**config.mk**
```make
export PLATFORM = sky130hd
export DESIGN_NAME = debounced_motor_run_controller
export DESIGN_NICKNAME = d
export VERILOG_FILES = /design/src/hw/rtl/dmrc_pkg.sv /design/src/hw/rtl/dmrc_cfg_regs.sv /design/src/hw/rtl/dmrc_step.sv /design/src/hw/rtl/debounced_motor_run_controller.sv
export VERILOG_INCLUDE_DIRS = /design/src /design/src/hw/rtl
export SDC_FILE = /design/constraint.sdc
export NUM_CORES = 1
export LEC_CHECK = 0
export ABC_CLOCK_PERIOD_IN_PS = 6700
export BUFFER_PORTS_ARGS = -buffer_cell sky130_fd_sc_hd__buf_4
export CAP_MARGIN = 25
export CORE_UTILIZATION = 40
export DETAILED_ROUTE_END_ITERATION = 16
export PLACE_DENSITY = 0.63
export SLEW_MARGIN = 20
export SYNTH_ARGS = -nofsm -noshare
export SYNTH_HDL_FRONTEND = slang
export SYNTH_SLANG_ARGS = --single-unit
```
**constraint.sdc**
```tcl
create_clock -name aclk -period 6.7 [get_ports aclk]
set_input_delay 1.34 -clock aclk [delete_from_list [all_inputs] [get_ports aclk]]
set_output_delay 1.34 -clock aclk [all_outputs]
set_load 0.05 [all_outputs]
```
**src/hw/rtl/debounced_motor_run_controller_assert.svh**
```systemverilog
// Assertion macros for the motor run controller RTL, included by dmrc_step.
// No dependencies; included inside module bodies after the signals exist.
`ifndef DEBOUNCED_MOTOR_RUN_CONTROLLER_ASSERT_SVH
`define DEBOUNCED_MOTOR_RUN_CONTROLLER_ASSERT_SVH

// Same-cycle implication, held off during reset.
`define DMRC_ASSERT_NOW(lbl, clk, rstn, ante, cons, msg) \
    lbl: assert property (@(posedge clk) disable iff (!(rstn)) (ante) |-> (cons)) \
        else $error(msg);

// Next-cycle implication, held off during reset.
`define DMRC_ASSERT_NEXT(lbl, clk, rstn, ante, cons, msg) \
    lbl: assert property (@(posedge clk) disable iff (!(rstn)) (ante) |=> (cons)) \
        else $error(msg);

`endif

```
**src/hw/rtl/dmrc_pkg.sv**
```systemverilog
// Types, codes and helpers for the debounced motor run controller.
// No dependencies; imported by every module of the block.
package dmrc_pkg;

    localparam int CFG_IDX_W  = 3;
    localparam int CFG_DATA_W = 16;

    localparam logic [CFG_IDX_W-1:0] CFG_SHORT_RUN_TICKS = 3'd0;
    localparam logic [CFG_IDX_W-1:0] CFG_LONG_RUN_TICKS  = 3'd1;
    localparam logic [CFG_IDX_W-1:0] CFG_PULSE_RUN_COUNT = 3'd2;
    localparam logic [CFG_IDX_W-1:0] CFG_DEBOUNCE_TIME   = 3'd3;
    localparam logic [CFG_IDX_W-1:0] CFG_ADC_THRESHOLD   = 3'd4;

    localparam logic [15:0] RST_SHORT_RUN_TICKS = 16'd15;
    localparam logic [15:0] RST_LONG_RUN_TICKS  = 16'd100;
    localparam logic [15:0] RST_PULSE_RUN_COUNT = 16'd1100;
    localparam logic [15:0] RST_DEBOUNCE_TIME   = 16'd20;
    localparam logic [11:0] RST_ADC_THRESHOLD   = 12'hD4;

    localparam logic [1:0] CMD_TICK    = 2'd0;
    localparam logic [1:0] CMD_INDEX   = 2'd1;
    localparam logic [1:0] CMD_ENCODER = 2'd2;

    localparam logic [1:0] MODE_OFF   = 2'd0;
    localparam logic [1:0] MODE_TIMED = 2'd1;
    localparam logic [1:0] MODE_PULSE = 2'd2;

    // x / 80 = (x >> 4) / 5, and (y * 205) >> 10 == y / 5 for y below 1024
    localparam logic [15:0] DIV5_RECIP = 16'd205;

    localparam int S_TDATA_W = 48;
    localparam int M_TDATA_W = 16;

    typedef struct packed {
        logic [15:0] short_run_ticks;
        logic [15:0] long_run_ticks;
        logic [15:0] pulse_run_count;
        logic [15:0] debounce_time;
        logic [11:0] adc_threshold;
    } cfg_t;

    typedef struct packed {
        logic [1:0]  cmd;
        logic [31:0] now_time;
        logic        button0_level;
        logic        button1_level;
        logic        button2_level;
        logic        direction_switch;
        logic [11:0] adc_sample;
    } in_item_t;

    typedef struct packed {
        logic [1:0] run_mode;
        logic       start_run;
        logic       stop_run;
        logic       direction;
        logic       freq_write;
        logic [5:0] freq_value;
        logic       waiting_for_index;
        logic       run_led_on;
        logic       direction_led_on;
    } result_t;

    // Frequency code for a sample already known to be at or above threshold.
    function automatic logic [5:0] freq_of(input logic [11:0] sample,
                                           input logic [11:0] thr);
        logic [11:0] diff;
        logic [15:0] prod;
        diff = sample - thr;
        prod = {8'd0, diff[11:4]} * DIV5_RECIP;
        return prod[15:10];
    endfunction

endpackage

```
**src/hw/rtl/dmrc_cfg_regs.sv**
```systemverilog
// Configuration register file of the motor run controller.
// Depends on dmrc_pkg.
module dmrc_cfg_regs (
    input  logic                                aclk,
    input  logic                                aresetn,
    input  logic                                cfg_wr_en,
    input  logic [dmrc_pkg::CFG_IDX_W-1:0]      cfg_addr,
    input  logic [dmrc_pkg::CFG_DATA_W-1:0]     cfg_wdata,
    output dmrc_pkg::cfg_t                      cfg
);
    import dmrc_pkg::*;

    cfg_t cfg_reg;
    cfg_t cfg_next;

    always_comb begin
        cfg_next = cfg_reg;
        if (cfg_wr_en) begin
            unique case (cfg_addr)
                CFG_SHORT_RUN_TICKS: cfg_next.short_run_ticks = cfg_wdata;
                CFG_LONG_RUN_TICKS:  cfg_next.long_run_ticks  = cfg_wdata;
                CFG_PULSE_RUN_COUNT: cfg_next.pulse_run_count = cfg_wdata;
                CFG_DEBOUNCE_TIME:   cfg_next.debounce_time   = cfg_wdata;
                CFG_ADC_THRESHOLD:   cfg_next.adc_threshold   = cfg_wdata[11:0];
                default: ;  // drop writes to unmapped indexes
            endcase
        end
    end

    always_ff @(posedge aclk) begin
        if (!aresetn) begin
            cfg_reg.short_run_ticks <= RST_SHORT_RUN_TICKS;
            cfg_reg.long_run_ticks  <= RST_LONG_RUN_TICKS;
            cfg_reg.pulse_run_count <= RST_PULSE_RUN_COUNT;
            cfg_reg.debounce_time   <= RST_DEBOUNCE_TIME;
            cfg_reg.adc_threshold   <= RST_ADC_THRESHOLD;
        end else begin
            cfg_reg <= cfg_next;
        end
    end

    assign cfg = cfg_reg;

endmodule

```
**src/hw/rtl/dmrc_step.sv**
```systemverilog
// Run state, encoder counter and button debounce, updated once per word.
// Depends on dmrc_pkg and debounced_motor_run_controller_assert.svh.
module dmrc_step (
    input  logic                aclk,
    input  logic                aresetn,
    input  logic                fire,
    input  dmrc_pkg::in_item_t  item,
    input  dmrc_pkg::cfg_t      cfg,
    output dmrc_pkg::result_t   res
);
    import dmrc_pkg::*;

    logic [1:0]  mode_reg,      mode_next;
    logic [15:0] ticks_reg,     ticks_next;
    logic [31:0] enc_reg,       enc_next;
    logic [31:0] enc_start_reg, enc_start_next;
    logic [2:0]  held_reg,      held_next;
    logic [31:0] stamp_reg  [3];
    logic [31:0] stamp_next [3];
    logic        wait_reg,      wait_next;
    logic        seen_reg,      seen_next;
    logic        dir_reg,       dir_next;
    logic [5:0]  freq_reg,      freq_next;

    logic        started;
    logic        stopped;
    logic        freq_wr;
    logic [2:0]  release_hit;
    logic [2:0]  level;
    logic        sample_ok;
    logic [5:0]  freq_cand;

    assign level     = {item.button2_level, item.button1_level, item.button0_level};
    assign sample_ok = item.adc_sample >= cfg.adc_threshold;
    assign freq_cand = freq_of(item.adc_sample, cfg.adc_threshold);

    // Tick-only debounce: press stamps time; release acts if held long enough or on wrap
    always_comb begin
        logic [31:0] elapsed;
        for (int i = 0; i < 3; i++) begin
            elapsed        = item.now_time - stamp_reg[i];
            held_next[i]   = held_reg[i];
            stamp_next[i]  = stamp_reg[i];
            release_hit[i] = 1'b0;
            if (item.cmd == CMD_TICK) begin
                if (!level[i]) begin
                    if (!held_reg[i]) begin
                        held_next[i]  = 1'b1;
                        stamp_next[i] = item.now_time;
                    end
                end else if (held_reg[i] && ((item.now_time < stamp_reg[i]) ||
                                             (elapsed >= {16'd0, cfg.debounce_time}))) begin
                    held_next[i]   = 1'b0;
                    release_hit[i] = 1'b1;
                end
            end
        end
    end

    always_comb begin
        logic [1:0]  mode_v;
        logic [31:0] enc_start_v;
        mode_v         = mode_reg;
        enc_start_v    = enc_start_reg;
        ticks_next     = ticks_reg;
        enc_next       = enc_reg;
        wait_next      = wait_reg;
        seen_next      = seen_reg;
        dir_next       = dir_reg;
        freq_next      = freq_reg;
        started        = 1'b0;
        stopped        = 1'b0;
        freq_wr        = 1'b0;
        case (item.cmd)
            CMD_INDEX: begin
                if (wait_reg) begin
                    seen_next = 1'b1;
                end
            end
            CMD_ENCODER: begin
                enc_next = enc_reg + 32'd1;
            end
            CMD_TICK: begin
                // consume an armed index hit
                if (wait_reg && seen_reg) begin
                    wait_next = 1'b0;
                    seen_next = 1'b0;
                    if (mode_v == MODE_OFF) begin
                        enc_start_v = enc_reg;
                        started     = 1'b1;
                        mode_v      = MODE_PULSE;
                    end
                end
                // advance the active run
                if (mode_v == MODE_TIMED) begin
                    if (ticks_reg != 16'd0) begin
                        ticks_next = ticks_reg - 16'd1;
                    end else begin
                        mode_v  = MODE_OFF;
                        stopped = 1'b1;
                    end
                end else if (mode_v == MODE_PULSE) begin
                    if ((enc_reg - enc_start_v) > {16'd0, cfg.pulse_run_count}) begin
                        mode_v  = MODE_OFF;
                        stopped = 1'b1;
                    end
                end
                // button releases, button 0 first
                if (release_hit[0] && mode_v == MODE_OFF) begin
                    ticks_next = cfg.short_run_ticks;
                    started    = 1'b1;
                    mode_v     = MODE_TIMED;
                end
                if (release_hit[1] && mode_v == MODE_OFF) begin
                    ticks_next = cfg.long_run_ticks;
                    started    = 1'b1;
                    mode_v     = MODE_TIMED;
                end
                if (release_hit[2]) begin
                    wait_next = 1'b1;
                end
            end
            default: ;  // undefined command: hold all state
        endcase
        if (started) begin
            dir_next = item.direction_switch;
            if (sample_ok) begin
                freq_next = freq_cand;
                freq_wr   = 1'b1;
            end
        end
        mode_next      = mode_v;
        enc_start_next = enc_start_v;
    end

    // Ticks and held flags only matter once loaded, but clear them anyway.
    always_ff @(posedge aclk) begin
        if (!aresetn) begin
            mode_reg      <= MODE_OFF;
            ticks_reg     <= '0;
            enc_reg       <= '0;
            enc_start_reg <= '0;
            held_reg      <= '0;
            wait_reg      <= 1'b0;
            seen_reg      <= 1'b0;
            dir_reg       <= 1'b0;
            freq_reg      <= '0;
        end else if (fire) begin
            mode_reg      <= mode_next;
            ticks_reg     <= ticks_next;
            enc_reg       <= enc_next;
            enc_start_reg <= enc_start_next;
            held_reg      <= held_next;
            wait_reg      <= wait_next;
            seen_reg      <= seen_next;
            dir_reg       <= dir_next;
            freq_reg      <= freq_next;
        end
    end

    // Stamps are read only while the matching held flag is set.
    always_ff @(posedge aclk) begin
        if (fire && item.cmd == CMD_TICK) begin
            for (int i = 0; i < 3; i++) begin
                stamp_reg[i] <= stamp_next[i];
            end
        end
    end

    always_comb begin
        res.run_mode          = mode_next;
        res.start_run         = started;
        res.stop_run          = stopped;
        res.direction         = dir_next;
        res.freq_write        = freq_wr;
        res.freq_value        = freq_next;
        res.waiting_for_index = wait_next;
        res.run_led_on        = mode_next != MODE_OFF;
        res.direction_led_on  = item.direction_switch;
    end

    `include "debounced_motor_run_controller_assert.svh"

    `DMRC_ASSERT_NOW(a_seen_needs_wait, aclk, aresetn, 1'b1, !seen_reg || wait_reg, "index hit without wait")
    `DMRC_ASSERT_NOW(a_stop_needs_run, aclk, aresetn, fire && stopped, mode_reg != MODE_OFF, "stop while off")
    `DMRC_ASSERT_NOW(a_start_leaves_run, aclk, aresetn, fire && started, mode_next != MODE_OFF, "start left block off")
    `DMRC_ASSERT_NEXT(a_enc_count, aclk, aresetn, fire && item.cmd == CMD_ENCODER, enc_reg == $past(enc_reg) + 32'd1, "encoder count slip")

endmodule

```
**src/hw/rtl/debounced_motor_run_controller.sv**
```systemverilog
// Top level of the debounced motor run controller: stream ports, input and result registers.
// Depends on dmrc_pkg, dmrc_cfg_regs and dmrc_step.
//
//  channel  | direction | words per item | payload
//  ---------+-----------+----------------+---------------------------------------
//  s_       | in        | 1              | tuser: event kind; tdata: time, pins, ADC
//  m_       | out       | 1              | tdata: run state and latched settings
//  cfg_     | in        | n/a            | register index and data, one write per cycle
//
// One word per cycle sustained while m_tready stays high; a word is held in the input register,
// and its result is loaded into the result register once that register is free or being drained.
// Run state updates as the result register is loaded, fed straight back for the following word.
// A stalled result register holds while the input register may still take one word.
// Reset is synchronous, active low; it clears run state, counters and valid flags.
module debounced_motor_run_controller (
    input  logic                                aclk,
    input  logic                                aresetn,
    input  logic                                s_tvalid,
    output logic                                s_tready,
    // [31:0] now_time, [32] button0_level, [33] button1_level, [34] button2_level,
    // [35] direction_switch, [47:36] adc_sample
    input  logic [dmrc_pkg::S_TDATA_W-1:0]      s_tdata,
    // [1:0] cmd
    input  logic [1:0]                          s_tuser,
    output logic                                m_tvalid,
    input  logic                                m_tready,
    // [1:0] run_mode, [2] start_run, [3] stop_run, [4] direction, [5] freq_write,
    // [11:6] freq_value, [12] waiting_for_index, [13] run_led_on,
    // [14] direction_led_on, [15] zero
    output logic [dmrc_pkg::M_TDATA_W-1:0]      m_tdata,
    input  logic                                cfg_wr_en,
    input  logic [dmrc_pkg::CFG_IDX_W-1:0]      cfg_addr,
    input  logic [dmrc_pkg::CFG_DATA_W-1:0]     cfg_wdata
);
    import dmrc_pkg::*;

    cfg_t      cfg;
    in_item_t  item_reg;
    in_item_t  item_next;
    result_t   res;
    logic      in_valid_reg,  in_valid_next;
    logic      out_valid_reg, out_valid_next;
    logic [M_TDATA_W-1:0] out_data_reg, out_data_next;
    logic      s_fire;
    logic      advance;

    dmrc_cfg_regs u_cfg (
        .aclk      (aclk),
        .aresetn   (aresetn),
        .cfg_wr_en (cfg_wr_en),
        .cfg_addr  (cfg_addr),
        .cfg_wdata (cfg_wdata),
        .cfg       (cfg)
    );

    dmrc_step u_step (
        .aclk    (aclk),
        .aresetn (aresetn),
        .fire    (advance),
        .item    (item_reg),
        .cfg     (cfg),
        .res     (res)
    );

    // advance the held word when the result register is free or being drained
    assign advance  = in_valid_reg && (!out_valid_reg || m_tready);
    assign s_tready = !in_valid_reg || advance;
    assign s_fire   = s_tvalid && s_tready;

    always_comb begin
        item_next.cmd              = s_tuser;
        item_next.now_time         = s_tdata[31:0];
        item_next.button0_level    = s_tdata[32];
        item_next.button1_level    = s_tdata[33];
        item_next.button2_level    = s_tdata[34];
        item_next.direction_switch = s_tdata[35];
        item_next.adc_sample       = s_tdata[47:36];
    end

    always_comb begin
        out_data_next = {1'b0, res.direction_led_on, res.run_led_on, res.waiting_for_index,
                         res.freq_value, res.freq_write, res.direction, res.stop_run,
                         res.start_run, res.run_mode};
    end

    always_comb begin
        in_valid_next = in_valid_reg;
        if (s_fire) begin
            in_valid_next = 1'b1;
        end else if (advance) begin
            in_valid_next = 1'b0;
        end
        out_valid_next = out_valid_reg;
        if (advance) begin
            out_valid_next = 1'b1;
        end else if (m_tready) begin
            out_valid_next = 1'b0;
        end
    end

    always_ff @(posedge aclk) begin
        if (!aresetn) begin
            in_valid_reg  <= 1'b0;
            out_valid_reg <= 1'b0;
        end else begin
            in_valid_reg  <= in_valid_next;
            out_valid_reg <= out_valid_next;
        end
    end

    always_ff @(posedge aclk) begin
        if (s_fire) begin
            item_reg <= item_next;
        end
        if (advance) begin
            out_data_reg <= out_data_next;
        end
    end

    assign m_tvalid = out_valid_reg;
    assign m_tdata  = out_data_reg;

endmodule

```
Word level (Yosys, flattened, before mapping)
Memory sizes are Yosys's and may differ from the RTL's.
Cells that the tools add are included.
{"block": "op_classes", "n_addsub": 7, "multipliers": 1, "div": 0, "order_cmp": 8, "eq_ne": 13, "shifts": 0, "n_mux": 68, "bitwise": 0, "reduce_logical": 40}
{"operator": "32-bit two-way mux", "count": 12}
{"operator": "32-bit subtractor", "count": 4}
{"operator": "32-bit by 16-bit >= comparator with 1-bit output", "count": 3}
{"operator": "32-bit < comparator", "count": 3}
{"operator": "16-bit two-way mux", "count": 4}
{"operator": "1-bit two-way mux", "count": 37}
{"operator": "32-bit by 1-bit adder with 32-bit output, second input constant", "count": 1}
{"operator": "32-bit by 16-bit greater-than comparator with 1-bit output", "count": 1}
{"operator": "2-bit two-way mux", "count": 12}
{"operator": "8-bit by 8-bit multiplier with 16-bit output, second input constant", "count": 1}
{"operator": "16-bit nonzero test", "count": 1}
{"operator": "16-bit by 1-bit subtractor with 16-bit output, second input constant", "count": 1}
{"operator": "2-bit AND reduction", "count": 7}
{"operator": "12-bit >= comparator", "count": 1}
{"operator": "6-bit two-way mux", "count": 2}
{"operator": "12-bit subtractor", "count": 1}
{"operator": "1-bit logical AND", "count": 9}
{"operator": "3-bit AND reduction", "count": 3}
{"operator": "2-bit logical NOT", "count": 4}
{"operator": "2-bit by 1-bit != test with 1-bit output, second input constant", "count": 4}
{"operator": "4-bit AND reduction", "count": 2}
{"operator": "2-bit nonzero test", "count": 4}
{"operator": "3-bit by 2-bit equality test with 1-bit output, second input constant", "count": 2}
{"operator": "3-bit nonzero test", "count": 2}
{"operator": "9 further kinds", "count": 16}
{"block": "totals", "register_bits": 237, "latchBits": 0, "ramBits": 96, "rom_bits": 0, "inputBits": 74, "out_inout_bits": 18, "wordCells": 166, "memories": 1}
{"memory": "u_step.stamp_reg", "depth": 3, "width": 32, "read_ports": 3, "rd_clocked_by_memory_dff": 0, "wr": 3, "line": "dmrc_step.sv:18", "text": "logic [31:0] stamp_reg [3];"}

Logic depth before layout (Yosys ltp)
{"block": "logic_depth", "depth_word": 19, "ltp_mapped": 32, "ltp_nobuf": 31}

Hierarchy
From an unflattened synthesis, not the netlist that was laid out.
{"block": "hier_totals", "hier_cells": 2571, "hier_area_um2": 23461.3}
{"mod": "dmrc_step", "instances": 1, "cells_per_inst": 2217, "area_per_inst_um2": 18453.9, "seq_area_each_um2": 4764.6}
{"mod": "dmrc_cfg_regs", "instances": 1, "cells_per_inst": 278, "area_per_inst_um2": 2940.3, "seq_area_each_um2": 1521.5}
{"mod": "debounced_motor_run_controller", "instances": 1, "cells_per_inst": 76, "area_per_inst_um2": 2067.0, "seq_area_each_um2": 1991.9}

Worst setup path before layout
Ideal clock, no wire load.
{"block": "synth_path", "path_kind": "register to register", "start": "register u_step.mode_reg[1]", "end": "register out_data_reg[10] (netlist: m_tdata[10]) (data pin)", "setup_time_ns": 0.260, "arrival_ns": 6.373, "required_ns": 6.440, "path_slack_ns": 0.068, "path_stages_with_launch": 29, "n_path_buf": 6, "period_less_slack_ns": 6.632, "cell_sequence": "dfxtp_1 buf_2 and4bb_2 buf_2 buf_2 buf_1 clkbuf_1 mux2i_1 ha_1 clkbuf_1 a21o_1 a41o_1 a21oi_1 o21ai_0 xor2_1 ha_1 a21oi_1 nand2_1 a221o_1 o31ai_1 o21ai_0 nor4_1 nand4_1 or4_4 o211ai_2 nand2_2 a21o_1 nand3_2 mux2_2"}
{"item": "start, declared", "line": "dmrc_step.sv:13", "text": "logic [1:0] mode_reg, mode_next;"}
{"item": "start signal, assigned", "line": "dmrc_step.sv:149", "text": "mode_reg <= mode_next;"}
{"item": "end signal, assigned", "line": "debounced_motor_run_controller.sv:116", "text": "out_data_reg <= out_data_next;"}
{"item": "end, declared", "line": "debounced_motor_run_controller.sv:43", "text": "logic [M_TDATA_W-1:0] out_data_reg, out_data_next;"}

==> out/results.tsv <==
stage	metric	value	unit
status	status	finished clean	
finish	antenna diode instance count	0	
logic_synthesis	area of the mapped netlist	0.0235	mm²
worst_hold_path	worst hold-check path type	reg -> reg	
placed_design	half-perimeter wire length of the detailed placement result	50.6	mm
clock_tree	clock slew at reported path FFs	60	ps
worst_hold_path	worst hold path endpoint	u_step.enc_start_reg[16]	
worst_setup_path	Slowest-stage cell, CP	sky130_fd_sc_hd__fa_1	
worst_hold_path	number of cells traversed by the worst hold path	2	
worst_setup_path	data arrival time of the critical path	6780	ps
pwr	highest ir drop seen on vdd	0.224	mV
pwr	Pleak	10.9	nW
placed_design	Placed Instance Area	0.0250	mm²
routing	vias	20100	
worst_setup_path	count of buffering cells on the critical path with inverters included	4	
logic_synthesis	yosys synthesis warning count	0	
routing	WL per Instance	18.7	µm
finish	area of all placed cells without fillers	0.0265	mm²
routing	DRT antenna net count	0	
grt	largest net degree at the start of global routing	91	
worst_setup_path	Crit Reg-Reg Startpoint	u_cfg.cfg[1]	
timing	headroom to the max-slew limit	30.0	%
worst_setup_path	nature of the critical path startpoint	flop	
logic_synthesis	portion of synthesized cell area occupied by the leading cell type	20.6	%
floorplan	full die area	0.0598	mm²
worst_hold_path	start point of the worst min-delay path	u_step.enc_start_reg[16]	
logic_synthesis	fraction of the yosys area taken by sequential cells	35.2	%
timing	final clock period utilization by the worst path	96.2	%
grt	initial antenna violation count	0	
timing	final hold violation count	0	
routing	DRC errors left	0	
finish	FILL cells	5671	
worst_setup_path	worst reg2reg endpoint	m_tdata[9]	
logic_synthesis	most used flip-flop cell after synthesis	sky130_fd_sc_hd__dfxtp_1	
worst_setup_path	type of element capturing the critical path	flop	
floorplan	die span in x	245	µm
timing	number of pins exceeding their max-slew limit in the final report	0	
worst_setup_path	setup slack of the worst register-to-register path	260	ps
routing	length of the first detailed-routing pass in iterations	8	
grt	global route overflow	0	
logic_synthesis	Post-Synthesis Mean Instance Area	8.69	µm²
worst_setup_path	most prevalent standard cell on the critical path	sky130_fd_sc_hd__o21a_1	
routing	DR vias/cell	5.63	
pwr	clock share of power	38.3	%
timing	# setup viols final	0	
finish	number of flip-flops in the largest register	96	
pwr	power spent charging and discharging nets	0.00176	W
floorplan	placeable core region	0.0579	mm²
pwr	share of power burned in registers	38.4	%
pwr	internal power consumption	0.00404	W
pwr	Comb power frac	23.3	%
worst_setup_path	Register-to-Register Path Depth	28	
worst_setup_path	crit path kind	reg -> reg	
logic_synthesis	share of async-settable or async-resettable flops after synthesis	0	%
floorplan	Std-Cell Rows	88	
grt	vias in the first global route	19800	
finish	share of cells above drive strength 1	9.59	%
routing	Detailed Route WL	66.8	mm
clock_tree	cell at the root of the clock tree	sky130_fd_sc_hd__clkbuf_16	
timing	summed negative setup slack over all endpoints	0	ps
logic_synthesis	Post-synth EDFFs	161	
worst_setup_path	Crit path required time	7040	ps
routing	Iter 0 DRT Violations	1535	
clock_tree	# clock sinks	333	
logic_synthesis	top cells by area in the synthesized netlist	sky130_fd_sc_hd__edfxtp_1, sky130_fd_sc_hd__dfxtp_1, sky130_fd_sc_hd__ha_1	
logic_synthesis	Net Count, Synth	3032	
worst_setup_path	highest fanout seen on the critical path	3	
logic_synthesis	post-synthesis sequential element count	333	
timing	f_max	155	MHz
floorplan	top-level I/O count	92	
timing	Tmin final	6440	ps
clock_tree	total number of H-tree levels	2	
timing	measured slew at the worst slew-check pin	1050	ps
placed_design	port buffer count	90	
grt	global-route wire length before repair	106	mm
flow_run	total of max-cap violations	0	
pwr	Sw Ratio	30.3	%
worst_setup_path	slowest cell delay on critical path	530	ps
floorplan	initial standard-cell utilization of the core	40.6	%
finish	layout-stage area growth over the synthesis result	12.5	%
timing	Setup Skew	25.3	ps
worst_setup_path	cell class contributing the biggest share of worst-path delay	adder cells	
finish	number of nets in the final layout	3098	
clock_tree	Clock Path Buffers	3	
clock_tree	clock insertion delay at the later pin of the skew report	600	ps
grt	total routing resource utilization after global routing	22.2	%
placed_design	weighted congestion reported at the end of routability-driven placement	1.02	
floorplan	height of the die	245	µm
pwr	P per Cell Area	219	mW/mm²
logic_synthesis	cell type with the highest aggregate area in the netlist	sky130_fd_sc_hd__edfxtp_1	
logic_synthesis	library cells used by synthesis	102	
logic_synthesis	count of mapped cells out of synthesis	2707	
clock_tree	CTS tree	built	
clock_tree	TritonCTS Buffers	40	
-- per-stage QoR --
step / hold slack [ps] / power, W / instances / worst slack (ps) / utilization, %
floorplan: 431 / 0.00321 / 2707 / 67.5 / -
global placement: 439 / 0.00352 / 3489 / 241 / 43.1
detailed placement: 446 / 0.00357 / 3490 / 98.4 / 43.1
CTS: 455 / 0.00582 / 3564 / 52.2 / 45.5
global route: 476 / 0.00612 / 3570 / -32.2 / 45.7
finish: 453 / 0.00580 / 3570 / 257 / 45.7
-- worst register-to-register path, delay by kind of cell, from the launching register on --
kind            cells  cell delay (ps)
compound gates     10             2120
xor+xnor            1               90
fa+ha+maj           6             2330
buf+inv             4              320
flops               1              330
mux                 1              260
simple gates        6              740
-- worst max-delay path by stage --
stage | from | end | slack [ps] | cells after the start
6_report | u_cfg.cfg[1] | m_tdata[9] | 260 | 28
3_5_place_dp | item_reg[16] | u_step.ticks_reg[3] | 100 | 25
3_3_place_gp | u_cfg.cfg[1] | m_tdata[11] | 240 | 27
4_1_cts | item_reg[16] | u_step.ticks_reg[13] | 50 | 25
5_1_grt | u_cfg.cfg[1] | m_tdata[9] | -30 | 28
2_1_floorplan | u_step.mode_reg[1] | m_tdata[10] | 70 | 28
-- layout make-up --
| class | count | area, µm² | share of cell area, % |
|---|---|---|---|
| Multi-Input combinational cell | 2048 | 14100 | 53.1 |
| Sequential cell | 333 | 8280 | 31.3 |
| Clock buffer | 53 | 1110 | 4.21 |
| Timing Repair Buffer | 128 | 1000 | 3.80 |
| Tap cell | 765 | 957 | 3.62 |
| Inverter | 222 | 836 | 3.16 |
| Clock inverter | 21 | 229 | 0.865 |
-- layer usage --
layer,up-vias,routed length [µm],GRT usage (%)
met5,-,0,0
met4,0,2240,8.18
met3,116,2860,2.58
met2,511,32000,38.2
met1,9576,29700,28.4
li1,9899,-,-
-- cells in the mapped netlist, types with 9 or more instances --
library cell	number
sky130_fd_sc_hd__xor2_1	70
sky130_fd_sc_hd__nand4_1	56
sky130_fd_sc_hd__o21a_1	33
sky130_fd_sc_hd__and3_1	29
sky130_fd_sc_hd__ha_1	237
sky130_fd_sc_hd__or3_1	18
sky130_fd_sc_hd__a21o_1	56
sky130_fd_sc_hd__nor4_1	19
sky130_fd_sc_hd__clkbuf_1	79
sky130_fd_sc_hd__nor3_1	41
sky130_fd_sc_hd__a311oi_2	13
sky130_fd_sc_hd__nand3_1	57
sky130_fd_sc_hd__o21bai_1	17
sky130_fd_sc_hd__inv_1	222
sky130_fd_sc_hd__a211oi_1	23
sky130_fd_sc_hd__mux2i_1	41
sky130_fd_sc_hd__a31oi_1	23
sky130_fd_sc_hd__buf_2	20
sky130_fd_sc_hd__dfxtp_1	172
sky130_fd_sc_hd__o2111ai_1	9
sky130_fd_sc_hd__xnor2_1	69
sky130_fd_sc_hd__o211ai_1	44
sky130_fd_sc_hd__nand2_1	368
sky130_fd_sc_hd__edfxtp_1	161
sky130_fd_sc_hd__fa_1	14
sky130_fd_sc_hd__nor2b_1	33
sky130_fd_sc_hd__nor2_1	176
sky130_fd_sc_hd__and2_1	9
sky130_fd_sc_hd__a21oi_1	248
sky130_fd_sc_hd__a211o_1	12
sky130_fd_sc_hd__nand2b_1	44
sky130_fd_sc_hd__o21ai_0	104
-- repair_timing --
item,in CTS,in global routing
hold buffers,0,0
endpoints found under the setup margin,0,26
buffers inserted,0,4
gates resized for setup,0,17
-- power groups by stage --
| stage | Combinational (W) | Sequential [W] | Clock (W) |
|---|---|---|---|
| 3_5_place_dp | 0.00130 | 0.00227 | 0 |
| 3_3_place_gp | 0.00125 | 0.00227 | 0 |
| 6_report | 0.00135 | 0.00223 | 0.00222 |
| 4_1_cts | 0.00131 | 0.00223 | 0.00228 |
| 2_1_floorplan | 0.000952 | 0.00226 | 0 |
| 5_1_grt | 0.00154 | 0.00223 | 0.00235 |
-- kinds of logic (layout without fill, tap and decap cells) --
family / Yosys count / in the layout / synth area share (%)
compound gates: 702 / 702 / 19.9
xor+xnor: 141 / 141 / 5.31
simple gates: 903 / 903 / 18.2
mux: 49 / 49 / 2.13
buf+inv: 326 / 424 / 5.40
fa+ha+maj: 252 / 252 / 13.8
other cells: 1 / 1 / 0.0159
flops: 333 / 333 / 35.2
-- layout by cell type (no fill, tap or decap), types with 18 or more instances in the layout --
| master | netlist | final |
|---|---|---|
| sky130_fd_sc_hd__nand2_1 | 368 | 368 |
| sky130_fd_sc_hd__a21oi_1 | 248 | 247 |
| sky130_fd_sc_hd__ha_1 | 237 | 236 |
| sky130_fd_sc_hd__inv_1 | 222 | 221 |
| sky130_fd_sc_hd__nor2_1 | 176 | 171 |
| sky130_fd_sc_hd__dfxtp_1 | 172 | 171 |
| sky130_fd_sc_hd__edfxtp_1 | 161 | 161 |
| sky130_fd_sc_hd__buf_4 | 2 | 125 |
| sky130_fd_sc_hd__o21ai_0 | 104 | 100 |
| sky130_fd_sc_hd__xor2_1 | 70 | 70 |
| sky130_fd_sc_hd__xnor2_1 | 69 | 69 |
| sky130_fd_sc_hd__nand3_1 | 57 | 57 |
| sky130_fd_sc_hd__nand4_1 | 56 | 56 |
| sky130_fd_sc_hd__a21o_1 | 56 | 56 |
| sky130_fd_sc_hd__o211ai_1 | 44 | 44 |
| sky130_fd_sc_hd__nand2b_1 | 44 | 43 |
| sky130_fd_sc_hd__mux2i_1 | 41 | 41 |
| sky130_fd_sc_hd__clkbuf_16 | 0 | 41 |
| sky130_fd_sc_hd__nor3_1 | 41 | 40 |
| sky130_fd_sc_hd__o21a_1 | 33 | 33 |
| sky130_fd_sc_hd__nor2b_1 | 33 | 32 |
| sky130_fd_sc_hd__and3_1 | 29 | 29 |
| sky130_fd_sc_hd__a31oi_1 | 23 | 23 |
| sky130_fd_sc_hd__a211oi_1 | 23 | 21 |
| sky130_fd_sc_hd__nor4_1 | 19 | 19 |
| sky130_fd_sc_hd__or3_1 | 18 | 18 |
No activity file was read; power rests on OpenSTA's default activity.
